===== config.mk =====
export PLATFORM = sky130hd
export DESIGN_NAME = leak_window_floor_watchdog_flat
export DESIGN_NICKNAME = d
export VERILOG_FILES = /design/src/hw/rtl/lwfw_pkg.sv /design/src/hw/rtl/lwfw_if.sv /design/src/hw/rtl/lwfw_cell.sv /design/src/hw/rtl/lwfw_judge.sv /design/src/hw/rtl/leak_window_floor_watchdog.sv /design/src/flat_wrapper.sv
export SDC_FILE = /design/constraint.sdc
export NUM_CORES = 1
export LEC_CHECK = 0
export BUFFER_PORTS_ARGS = -buffer_cell sky130_fd_sc_hd__clkbuf_2
export CAP_MARGIN = 5
export CORE_AREA = 10 10 188 190
export CTS_BUF_LIST = sky130_fd_sc_hd__clkbuf_16
export CTS_CLUSTER_SIZE = 10
export DETAILED_ROUTE_END_ITERATION = 8
export DIE_AREA = 0 0 198 200
export PLACE_DENSITY = 0.72
export SLEW_MARGIN = 20
export SYNTH_ARGS = -nofsm -noshare
export SYNTH_HDL_FRONTEND = slang
export SYNTH_SLANG_ARGS = --single-unit

===== constraint.sdc =====
create_clock -name clk -period 10.26 [get_ports clk]
set_input_delay 2.052 -clock clk [delete_from_list [all_inputs] [get_ports clk]]
set_output_delay 2.052 -clock clk [all_outputs]
set_load 0.02 [all_outputs]

===== src/hw/rtl/lwfw_pkg.sv =====
// Shared constants and types for the leak window floor watchdog.
package lwfw_pkg;

  // Action codes carried by each result word.
  localparam logic [1:0] ACT_NONE      = 2'd0;
  localparam logic [1:0] ACT_RECONNECT = 2'd1;
  localparam logic [1:0] ACT_TEARDOWN  = 2'd2;
  localparam logic [1:0] ACT_WARN      = 2'd3;

  // Cause codes, meaningful only when the action is not none.
  localparam logic CAUSE_GROWTH = 1'b0;
  localparam logic CAUSE_NEAR   = 1'b1;

  // Growth threshold: limit / 4 clamped to [256, 1024].
  localparam int         THRESH_BITS  = 11;
  localparam logic [10:0] THRESH_LOW  = 11'd256;
  localparam logic [10:0] THRESH_HIGH = 11'd1024;
  localparam int         LIMIT_SHIFT  = 2;

  // Near-limit ratio 0.85 as an exact integer compare, 100 * count > 85 * limit.
  localparam int         RATIO_BITS = 7;
  localparam logic [6:0] RATIO_NUM  = 7'd85;
  localparam logic [6:0] RATIO_DEN  = 7'd100;

  // Configuration register indexes.
  localparam int         CFG_INDEX_BITS     = 3;
  localparam logic [2:0] CFG_BASELINE       = 3'd0;
  localparam logic [2:0] CFG_BASELINE_KNOWN = 3'd1;
  localparam logic [2:0] CFG_LIMIT          = 3'd2;
  localparam logic [2:0] CFG_LIMIT_KNOWN    = 3'd3;
  localparam logic [2:0] CFG_KILL_SWITCH    = 3'd4;
  localparam logic [2:0] CFG_AUTO_RECONNECT = 3'd5;

  // Decision handed from the judge to the output stage.
  typedef struct packed {
    logic [1:0] action;
    logic       cause;
  } verdict_t;

endpackage


===== src/hw/rtl/lwfw_if.sv =====
// Handshake channels of the watchdog: tick input, result output and register writes.
interface lwfw_in_if #(parameter int COUNT_BITS = 20);
  logic                  valid;
  logic                  ready;
  logic [COUNT_BITS-1:0] open_count;
  logic                  count_valid;
  logic                  link_active;
  logic                  stop_requested;

  modport source (output valid, open_count, count_valid, link_active, stop_requested,
                  input ready);
  modport sink   (input valid, open_count, count_valid, link_active, stop_requested,
                  output ready);
endinterface

interface lwfw_out_if #(parameter int COUNT_BITS = 20);
  logic                  valid;
  logic                  ready;
  logic [1:0]            action;
  logic                  cause;
  logic [COUNT_BITS-1:0] window_floor;
  logic [10:0]           growth_threshold;

  modport source (output valid, action, cause, window_floor, growth_threshold,
                  input ready);
  modport sink   (input valid, action, cause, window_floor, growth_threshold,
                  output ready);
endinterface

interface lwfw_cfg_if #(parameter int COUNT_BITS = 20);
  logic                  valid;
  logic                  ready;
  logic [2:0]            index;
  logic [COUNT_BITS-1:0] data;

  modport source (output valid, index, data, input ready);
  modport sink   (input valid, index, data, output ready);
endinterface


===== src/hw/rtl/lwfw_cell.sv =====
// One window cell: holds the minimum of its own sample and every newer one.
module lwfw_cell #(
  parameter int COUNT_BITS = 20
) (
  input  logic                  clk,
  input  logic                  push,
  input  logic [COUNT_BITS-1:0] count,
  input  logic [COUNT_BITS-1:0] right_min,
  output logic [COUNT_BITS-1:0] held_min
);

  logic [COUNT_BITS-1:0] held_min_next;

  // On a push the cell takes its newer neighbor's minimum, folded with the new count.
  always_comb begin
    held_min_next = (right_min < count) ? right_min : count;
  end

  always_ff @(posedge clk) begin
    if (push) begin
      held_min <= held_min_next;
    end
  end

endmodule


===== src/hw/rtl/lwfw_judge.sv =====
// Threshold derivation, growth and near-limit checks, and action selection.
module lwfw_judge #(
  parameter int COUNT_BITS = 20
) (
  input  logic                   used,
  input  logic                   full,
  input  logic [COUNT_BITS-1:0]  count,
  input  logic [COUNT_BITS-1:0]  floor_val,
  input  logic                   stop_requested,
  input  logic [COUNT_BITS-1:0]  baseline,
  input  logic                   baseline_known,
  input  logic [COUNT_BITS-1:0]  limit,
  input  logic                   limit_known,
  input  logic                   kill_switch_on,
  input  logic                   auto_reconnect_on,
  output lwfw_pkg::verdict_t     verdict,
  output logic [10:0]            threshold
);
  import lwfw_pkg::*;

  localparam int TW = COUNT_BITS + THRESH_BITS;
  localparam int PW = COUNT_BITS + RATIO_BITS;

  logic [TW-1:0] quarter;
  logic [TW-1:0] thr_wide;
  logic [TW-1:0] bound;
  logic [PW-1:0] count_scaled;
  logic [PW-1:0] limit_scaled;
  logic          growth;
  logic          near;
  logic          fire;

  // Clamped threshold; an unknown or zero limit falls to the low clamp.
  always_comb begin
    quarter = TW'(limit >> LIMIT_SHIFT);
    if (!limit_known || quarter < TW'(THRESH_LOW)) begin
      thr_wide = TW'(THRESH_LOW);
    end else if (quarter > TW'(THRESH_HIGH)) begin
      thr_wide = TW'(THRESH_HIGH);
    end else begin
      thr_wide = quarter;
    end
  end

  assign threshold = thr_wide[THRESH_BITS-1:0];

  // Growth check against the baseline, near-limit check by constant multiplies.
  always_comb begin
    bound        = TW'(baseline) + thr_wide;
    growth       = baseline_known && full && (TW'(floor_val) >= bound);
    count_scaled = PW'(count) * PW'(RATIO_DEN);
    limit_scaled = PW'(limit) * PW'(RATIO_NUM);
    near         = limit_known && (count_scaled > limit_scaled);
    fire         = used && (growth || near);
  end

  // Kill switch keeps the link; otherwise reconnect if auto reconnect is on and no stop is requested, else tear down.
  always_comb begin
    verdict.action = ACT_NONE;
    verdict.cause  = CAUSE_GROWTH;
    if (fire) begin
      verdict.cause = growth ? CAUSE_GROWTH : CAUSE_NEAR;
      if (kill_switch_on) begin
        verdict.action = ACT_WARN;
      end else if (!stop_requested && auto_reconnect_on) begin
        verdict.action = ACT_RECONNECT;
      end else begin
        verdict.action = ACT_TEARDOWN;
      end
    end
  end

endmodule


===== src/hw/rtl/leak_window_floor_watchdog.sv =====
// Top level: register file, row of window cells, judge and two-entry result buffer.
//
//   channel   | role            | moves
//   ----------+-----------------+-------------------------------------------------
//   samples   | tick in (sink)  | open_count, count_valid, link_active, stop_requested
//   verdicts  | result (source) | action, cause, window_floor, growth_threshold
//   cfg       | registers (sink)| index, data; always ready
//
// Every accepted word yields one registered result word; one word per cycle while input ready stays high.
// The floor is one compare deep: each cell keeps the minimum of its sample and all newer ones.
// Reset clears the fill count, the result buffer and the registers (auto reconnect to 1).
// A stalled result is held while one more word is taken into the skid entry; input ready
// then drops until the skid entry drains.
module leak_window_floor_watchdog #(
  parameter int WINDOW_DEPTH = 6,
  parameter int COUNT_BITS   = 20
) (
  input  logic        clk,
  input  logic        rst,
  lwfw_cfg_if.sink    cfg,
  lwfw_in_if.sink     samples,
  lwfw_out_if.source  verdicts
);
  import lwfw_pkg::*;

  localparam int CELLS     = WINDOW_DEPTH - 1;
  localparam int FILL_BITS = $clog2(WINDOW_DEPTH + 1);

  // Configuration registers.
  logic [COUNT_BITS-1:0] baseline;
  logic                  baseline_known;
  logic [COUNT_BITS-1:0] occupancy_limit;
  logic                  limit_known;
  logic                  kill_switch_on;
  logic                  auto_reconnect_on;

  // Window control.
  logic [FILL_BITS-1:0]  fill_count;
  logic                  in_fire;
  logic                  push;
  logic                  full_next;
  logic [COUNT_BITS-1:0] cell_min [CELLS];
  logic [COUNT_BITS-1:0] floor_val;

  // Judge results.
  verdict_t              verdict;
  logic [10:0]           threshold;

  // Result buffer.
  logic                  out_valid;
  logic                  out_fire;
  logic [1:0]            out_action;
  logic                  out_cause;
  logic [COUNT_BITS-1:0] out_floor;
  logic [10:0]           out_thr;
  logic                  skid_valid;
  logic [1:0]            skid_action;
  logic                  skid_cause;
  logic [COUNT_BITS-1:0] skid_floor;
  logic [10:0]           skid_thr;
  logic [1:0]            new_action;
  logic                  new_cause;
  logic [COUNT_BITS-1:0] new_floor;

  // Register writes; unknown indexes are dropped.
  assign cfg.ready = 1'b1;

  always_ff @(posedge clk) begin
    if (rst) begin
      baseline          <= '0;
      baseline_known    <= 1'b0;
      occupancy_limit   <= '0;
      limit_known       <= 1'b0;
      kill_switch_on    <= 1'b0;
      auto_reconnect_on <= 1'b1;
    end else if (cfg.valid) begin
      unique case (cfg.index)
        CFG_BASELINE:       baseline          <= cfg.data;
        CFG_BASELINE_KNOWN: baseline_known    <= cfg.data[0];
        CFG_LIMIT:          occupancy_limit   <= cfg.data;
        CFG_LIMIT_KNOWN:    limit_known       <= cfg.data[0];
        CFG_KILL_SWITCH:    kill_switch_on    <= cfg.data[0];
        CFG_AUTO_RECONNECT: auto_reconnect_on <= cfg.data[0];
        default: ;
      endcase
    end
  end

  // A tick enters the window only with an active link and a readable count.
  assign samples.ready = !skid_valid;
  assign in_fire       = samples.valid && samples.ready;
  assign push          = in_fire && samples.count_valid && samples.link_active;
  assign full_next     = fill_count >= FILL_BITS'(WINDOW_DEPTH - 1);

  always_ff @(posedge clk) begin
    if (rst) begin
      fill_count <= '0;
    end else if (push && fill_count != FILL_BITS'(WINDOW_DEPTH)) begin
      fill_count <= fill_count + FILL_BITS'(1);
    end
  end

  // Row of cells, oldest suffix first; the newest cell sees an all-ones neighbor.
  for (genvar i = 0; i < CELLS; i++) begin : g_cell
    logic [COUNT_BITS-1:0] right_min;
    if (i == CELLS - 1) begin : g_edge
      assign right_min = '1;
    end else begin : g_link
      assign right_min = cell_min[i + 1];
    end
    lwfw_cell #(.COUNT_BITS(COUNT_BITS)) u_cell (
      .clk       (clk),
      .push      (push),
      .count     (samples.open_count),
      .right_min (right_min),
      .held_min  (cell_min[i])
    );
  end

  // Window minimum including the word being pushed now.
  assign floor_val = (cell_min[0] < samples.open_count) ? cell_min[0] : samples.open_count;

  lwfw_judge #(.COUNT_BITS(COUNT_BITS)) u_judge (
    .used              (push),
    .full              (full_next),
    .count             (samples.open_count),
    .floor_val         (floor_val),
    .stop_requested    (samples.stop_requested),
    .baseline          (baseline),
    .baseline_known    (baseline_known),
    .limit             (occupancy_limit),
    .limit_known       (limit_known),
    .kill_switch_on    (kill_switch_on),
    .auto_reconnect_on (auto_reconnect_on),
    .verdict           (verdict),
    .threshold         (threshold)
  );

  assign new_action = verdict.action;
  assign new_cause  = verdict.cause;
  assign new_floor  = (push && full_next) ? floor_val : '0;

  // Result buffer control: output entry plus one skid entry.
  assign out_fire = out_valid && verdicts.ready;

  always_ff @(posedge clk) begin
    if (rst) begin
      out_valid  <= 1'b0;
      skid_valid <= 1'b0;
    end else if (in_fire) begin
      if (!out_valid || out_fire) begin
        out_valid <= 1'b1;
      end else begin
        skid_valid <= 1'b1;
      end
    end else if (out_fire) begin
      if (skid_valid) begin
        skid_valid <= 1'b0;
      end else begin
        out_valid <= 1'b0;
      end
    end
  end

  // Result buffer payload.
  always_ff @(posedge clk) begin
    if (in_fire) begin
      if (!out_valid || out_fire) begin
        out_action <= new_action;
        out_cause  <= new_cause;
        out_floor  <= new_floor;
        out_thr    <= threshold;
      end else begin
        skid_action <= new_action;
        skid_cause  <= new_cause;
        skid_floor  <= new_floor;
        skid_thr    <= threshold;
      end
    end else if (out_fire && skid_valid) begin
      out_action <= skid_action;
      out_cause  <= skid_cause;
      out_floor  <= skid_floor;
      out_thr    <= skid_thr;
    end
  end

  assign verdicts.valid            = out_valid;
  assign verdicts.action           = out_action;
  assign verdicts.cause            = out_cause;
  assign verdicts.window_floor     = out_floor;
  assign verdicts.growth_threshold = out_thr;

`ifndef SYNTHESIS
  // The skid entry is only ever filled behind a waiting result.
  assert property (@(posedge clk) disable iff (rst) skid_valid |-> out_valid)
    else $error("skid entry valid without output entry");

  // The fill count saturates at the window depth.
  assert property (@(posedge clk) disable iff (rst)
    fill_count <= FILL_BITS'(WINDOW_DEPTH))
    else $error("fill count beyond window depth");

  // A growth verdict implies the floor cleared at least the threshold.
  assert property (@(posedge clk) disable iff (rst)
    out_valid && out_action != ACT_NONE && out_cause == CAUSE_GROWTH
      |-> out_floor >= out_thr)
    else $error("growth verdict with floor below threshold");

  // No verdict carries a near-limit cause without an action.
  assert property (@(posedge clk) disable iff (rst)
    out_valid && out_action == ACT_NONE |-> out_cause == CAUSE_GROWTH)
    else $error("cause set on a result with no action");
`endif

endmodule


===== src/flat_wrapper.sv =====
// flat-port wrapper written by rule: the top's interface ports become plain ports
module leak_window_floor_watchdog_flat import lwfw_pkg::*;
#(
  parameter int WINDOW_DEPTH = 6,
  parameter int COUNT_BITS   = 20
)
  (clk, rst, cfg_valid, cfg_index, cfg_data, cfg_ready, samples_valid, samples_open_count, samples_count_valid, samples_link_active, samples_stop_requested, samples_ready, verdicts_valid, verdicts_action, verdicts_cause, verdicts_window_floor, verdicts_growth_threshold, verdicts_ready);
  lwfw_cfg_if #(.COUNT_BITS(COUNT_BITS)) cfg_i ();
  lwfw_in_if #(.COUNT_BITS(COUNT_BITS)) samples_i ();
  lwfw_out_if #(.COUNT_BITS(COUNT_BITS)) verdicts_i ();
  input  logic clk;
  input  logic rst;
  input wire logic [$bits(cfg_i.valid)-1:0] cfg_valid;
  input wire logic [$bits(cfg_i.index)-1:0] cfg_index;
  input wire logic [$bits(cfg_i.data)-1:0] cfg_data;
  output wire logic [$bits(cfg_i.ready)-1:0] cfg_ready;
  input wire logic [$bits(samples_i.valid)-1:0] samples_valid;
  input wire logic [$bits(samples_i.open_count)-1:0] samples_open_count;
  input wire logic [$bits(samples_i.count_valid)-1:0] samples_count_valid;
  input wire logic [$bits(samples_i.link_active)-1:0] samples_link_active;
  input wire logic [$bits(samples_i.stop_requested)-1:0] samples_stop_requested;
  output wire logic [$bits(samples_i.ready)-1:0] samples_ready;
  output wire logic [$bits(verdicts_i.valid)-1:0] verdicts_valid;
  output wire logic [$bits(verdicts_i.action)-1:0] verdicts_action;
  output wire logic [$bits(verdicts_i.cause)-1:0] verdicts_cause;
  output wire logic [$bits(verdicts_i.window_floor)-1:0] verdicts_window_floor;
  output wire logic [$bits(verdicts_i.growth_threshold)-1:0] verdicts_growth_threshold;
  input wire logic [$bits(verdicts_i.ready)-1:0] verdicts_ready;
  assign cfg_i.valid = cfg_valid;
  assign cfg_i.index = cfg_index;
  assign cfg_i.data = cfg_data;
  assign cfg_ready = cfg_i.ready;
  assign samples_i.valid = samples_valid;
  assign samples_i.open_count = samples_open_count;
  assign samples_i.count_valid = samples_count_valid;
  assign samples_i.link_active = samples_link_active;
  assign samples_i.stop_requested = samples_stop_requested;
  assign samples_ready = samples_i.ready;
  assign verdicts_valid = verdicts_i.valid;
  assign verdicts_action = verdicts_i.action;
  assign verdicts_cause = verdicts_i.cause;
  assign verdicts_window_floor = verdicts_i.window_floor;
  assign verdicts_growth_threshold = verdicts_i.growth_threshold;
  assign verdicts_i.ready = verdicts_ready;
  leak_window_floor_watchdog #(.WINDOW_DEPTH(WINDOW_DEPTH), .COUNT_BITS(COUNT_BITS)) u_core (.clk(clk), .rst(rst), .cfg(cfg_i), .samples(samples_i), .verdicts(verdicts_i));
endmodule

==> results.tsv <==
stage	metric	value	unit
drt	drc_errors	0	
placement	io_buffers	86	
clocking	post_cts_resized	0	
global_route	overflow	0	
timing	min_period_over_period	68.0	%
global_route	grtUsageTotal	19.3	%
critical_path	rrSetupSlack	3690	ps
timing	rsz0062_at_grt	no	
floorplan	die_w	198	um
critical_path	crit_required	10580	ps
drt	viasPerCell	5.73	
cells_and_area	drive_gt1_share	14.8	%
drt	via_count	12100	
floorplan	ioPinCount	88	
power	power_frac_clock	32.8	%
cells_and_area	layout-area-overhead-vs-synth	9.83	%
global_route	grt_pass1_wl	62300	um
timing	hold_viol_final	0	
drt	firstDrtPassIters	5	
cells_and_area	final_area	18700	um^2
global_route	busiest_layer	met2	
floorplan	core	31400	um^2
logic_synthesis	yosysWarnings	0	
clocking	numCtsBuffers	27	
placement	place.gp.congestion	0.890	
drt	wl_per_cell	18.3	um
critical_path	worstPathArrival	7300	ps
clocking	cts_tree	yes	
cells_and_area	n_antenna_cell	0	
critical_path	start_kind	primary input	
logic_synthesis	synthArstFlopShare	0	%
timing	fmax	0.143	GHz
floorplan	die_area	39600	um^2
timing	fin_worst_skew	12.4	ps
critical_path	r2r_cells	25	
power	internal_power	1760	uW
worst_hold_path	min_to	u_core.baseline[12]$_SDFFE_PP0P_	
timing	slew_viol_final	0	
drt	drt_wl_total	38600	um
placement	dp_hpwl	30000	um
worst_hold_path	worstHoldStart	u_core.baseline[12]$_SDFFE_PP0P_	
logic_synthesis	yosys-top-cells-count	ha_1, inv_1, edfxtp_1, nand2_1, a21oi_1	
drt	ant_nets	0	
logic_synthesis	ys_seq_area_share	35.3	%
critical_path	worstSetupEndpointType	flop	
critical_path	rr_endpoint	u_core.verdicts.action[0]$_DFFE_PP_	
global_route	grt_max_degree	78	
clocking	h-tree-depth	1	
power	swShare	29.9	%
worst_hold_path	hold_path_class	reg2reg	
logic_synthesis	synth_edf_count	168	
floorplan	rows	65	
critical_path	path_cells	clkbuf_2 > ha_1 > ha_1 > fa_1 > ha_1 > nor2b_1 > o31a_1 > o21ai_2 > o21ai_2 > a2111oi_2 > nor3_1 > a41o_1 > o41ai_2 > xnor2_1 > ha_1 > nand3_1 > o21ai_0 > o211ai_1 > a21oi_1 > nor2_1 > o31ai_1	
critical_path	crit_path_start	samples_open_count[2]	
logic_synthesis	yosysTopAreaCell	edfxtp_1	
clocking	cts-root-buf	clkbuf_16	
critical_path	crit_top_cell	ha_1	
drt	drtIter0Drc	712	
power	switchingPower	749	uW
worst_hold_path	hold_depth	2	
logic_synthesis	ys.flop_type	edfxtp_1	
logic_synthesis	netlist_instances	1599	
logic_synthesis	synth_most_common_cell	ha_1	
floorplan	initial_core_util	54.4	%
outcome	status	complete, no violations	
critical_path	crit_type	in2reg	
power	vdd_ir_drop_max	0.108	mV
global_route	met2_usage	32.3	%
logic_synthesis	ys_ff_latch	217	
clocking	cts_hold_buffers	0	
logic_synthesis	synth_top_area_share	29.6	%
clocking	clock_latency	530	ps
clocking	clock_sinks	217	
power	p_per_area	134	nW/um^2
timing	period_needed	6980	ps
global_route	grt_pass1_vias	12200	
timing	tightest_slew	1040	ps
placement	placed_cell_area	18000	um^2
global_route	use_met1	25.7	%
cells_and_area	nNetsFinal	2091	
clocking	path_clk_slew	50	ps
critical_path	cp_max_fo	10	
power	seqPwrFrac	39.8	%
logic_synthesis	syn_area	17100	um^2
power	power_frac_comb	27.4	%
critical_path	cpPeakStageDelay	460	ps
critical_path	critPathSlowestCell	fa_1	
critical_path	r2r-start	u_core.occupancy_limit[3]$_SDFFE_PP0P_	
clocking	clk_path_buf_depth	3	
power	p_leak	0.00886	uW
timing	tns	0	ps
job	cap_violations	0	
timing	slew_headroom	30.6	%
global_route	antenna_found_initial	0	
floorplan	dieHeight	200	um
clocking	post_cts_buffers	0	
logic_synthesis	synthTopCellsByArea	edfxtp_1, ha_1, dfxtp_1, fa_1, mux2_2	
timing	fin_hold_ws	470	ps
logic_synthesis	syn_area_per_cell	10.7	um^2
global_route	grtUsageMet3	2.85	%
timing	setup_viol_count_final	0	
logic_synthesis	synth_cell_types	69	
per-layer routing:
layer / share of wire (%) / vias up
met5: 0 / -
met4: 2.2 / 0
met3: 5.3 / 62
met2: 47 / 260
met1: 46 / 5857
li1: - / 5928
registers in the layout (all words and copies together), names as in the netlist, 2 cells and up:
register	cells
u_core.g_cell.u_cell.held_min	100
u_core.baseline	20
u_core.occupancy_limit	20
u_core.skid_floor	20
u_core.verdicts.window_floor	20
u_core.skid_thr	11
u_core.verdicts.growth_threshold	11
u_core.fill_count	3
u_core.skid_action	2
u_core.verdicts.action	2
cells in the final DEF (no fill, tap or decap), types with 4 or more instances in the layout:
cell	count
ha_1	294
fa_1	48
a31oi_1	7
o21bai_1	6
nor3b_1	6
o21ai_1	6
mux2_4	20
dfxtp_1	49
nor3_1	21
nand4_1	18
edfxtp_1	168
a21oi_1	112
mux2i_1	6
nor2_1	59
a21o_1	73
xor2_1	25
o211ai_1	9
conb_1	8
nand2b_1	14
or2_2	5
o21ai_0	38
mux2_2	84
clkbuf_2	86
and3_1	7
clkbuf_16	27
a211oi_1	8
nand3_1	14
and2_1	11
nand2_1	118
o31a_1	5
or3_1	4
nor2b_1	30
a211o_1	6
xnor2_1	33
inv_1	197
o21a_1	20
a21boi_0	5
buf_4	6
per-stage QoR:
step                      instances  worst slack, ps  total power, uW  utilization, %
after floorplan                1605             3730             1530               -
after global placement         2070             2980             1670            57.2
after detailed placement       2070             2780             1700            57.2
after CTS                      2113             3300             2520            59.6
after global routing           2114             3030             2650            59.7
final                          2114             3280             2510            59.7
cell families (layout without fill, tap and decap cells):
logic type      Yosys count  in the layout  share of synthesized area [%]
mux                     112            112                           7.79
xor+xnor                 58             58                           2.98
buf+inv                 215            322                           4.93
fa+ha+maj               342            342                           27.2
flops                   217            217                           35.3
other cells               2              8                         0.0440
compound gates          332            332                           12.7
simple gates            321            321                           9.08
critical path: cells and delay by family:
| kind | cells | cell delay, ps |
|---|---|---|
| AO/OA/AOI/OAI | 10 | 2600 |
| XOR/XNOR | 1 | 120 |
| adder cells (fa/ha/maj) | 5 | 1760 |
| buffers and inverters | 1 | 180 |
| AND/OR/NAND/NOR | 4 | 580 |
worst max path at each step:
stage                                           to  slack (ps)  cells past startpoint
2_1_floorplan  u_core.verdicts.action[1]$_DFFE_PP_        3730                     21
3_3_place_gp   u_core.verdicts.action[1]$_DFFE_PP_        2980                     21
3_5_place_dp   u_core.verdicts.action[0]$_DFFE_PP_        2780                     21
4_1_cts        u_core.verdicts.action[0]$_DFFE_PP_        3300                     21
5_1_grt        u_core.verdicts.action[0]$_DFFE_PP_        3030                     21
6_report       u_core.verdicts.action[0]$_DFFE_PP_        3280                     21
power by group through the flow:
stage	sequential [uW]	clock [uW]	combinational, uW
after floorplan	1020	0	510
after global placement	1020	0	656
after detailed placement	1020	0	681
after CTS	998	836	689
after global routing	1000	871	781
final	998	823	686
area by class of cell:
| cell class | instances | area (um^2) |
|---|---|---|
| fillers | 2604 | 12600 |
| multi-input cells | 1173 | 10300 |
| flip-flops and latches | 217 | 6030 |
| inverters | 186 | 699 |
| clock buffers | 27 | 676 |
| repair buffers | 93 | 503 |
| well taps | 402 | 503 |
| clock inverters | 16 | 72.6 |
(Power assumes the default switching activity.)
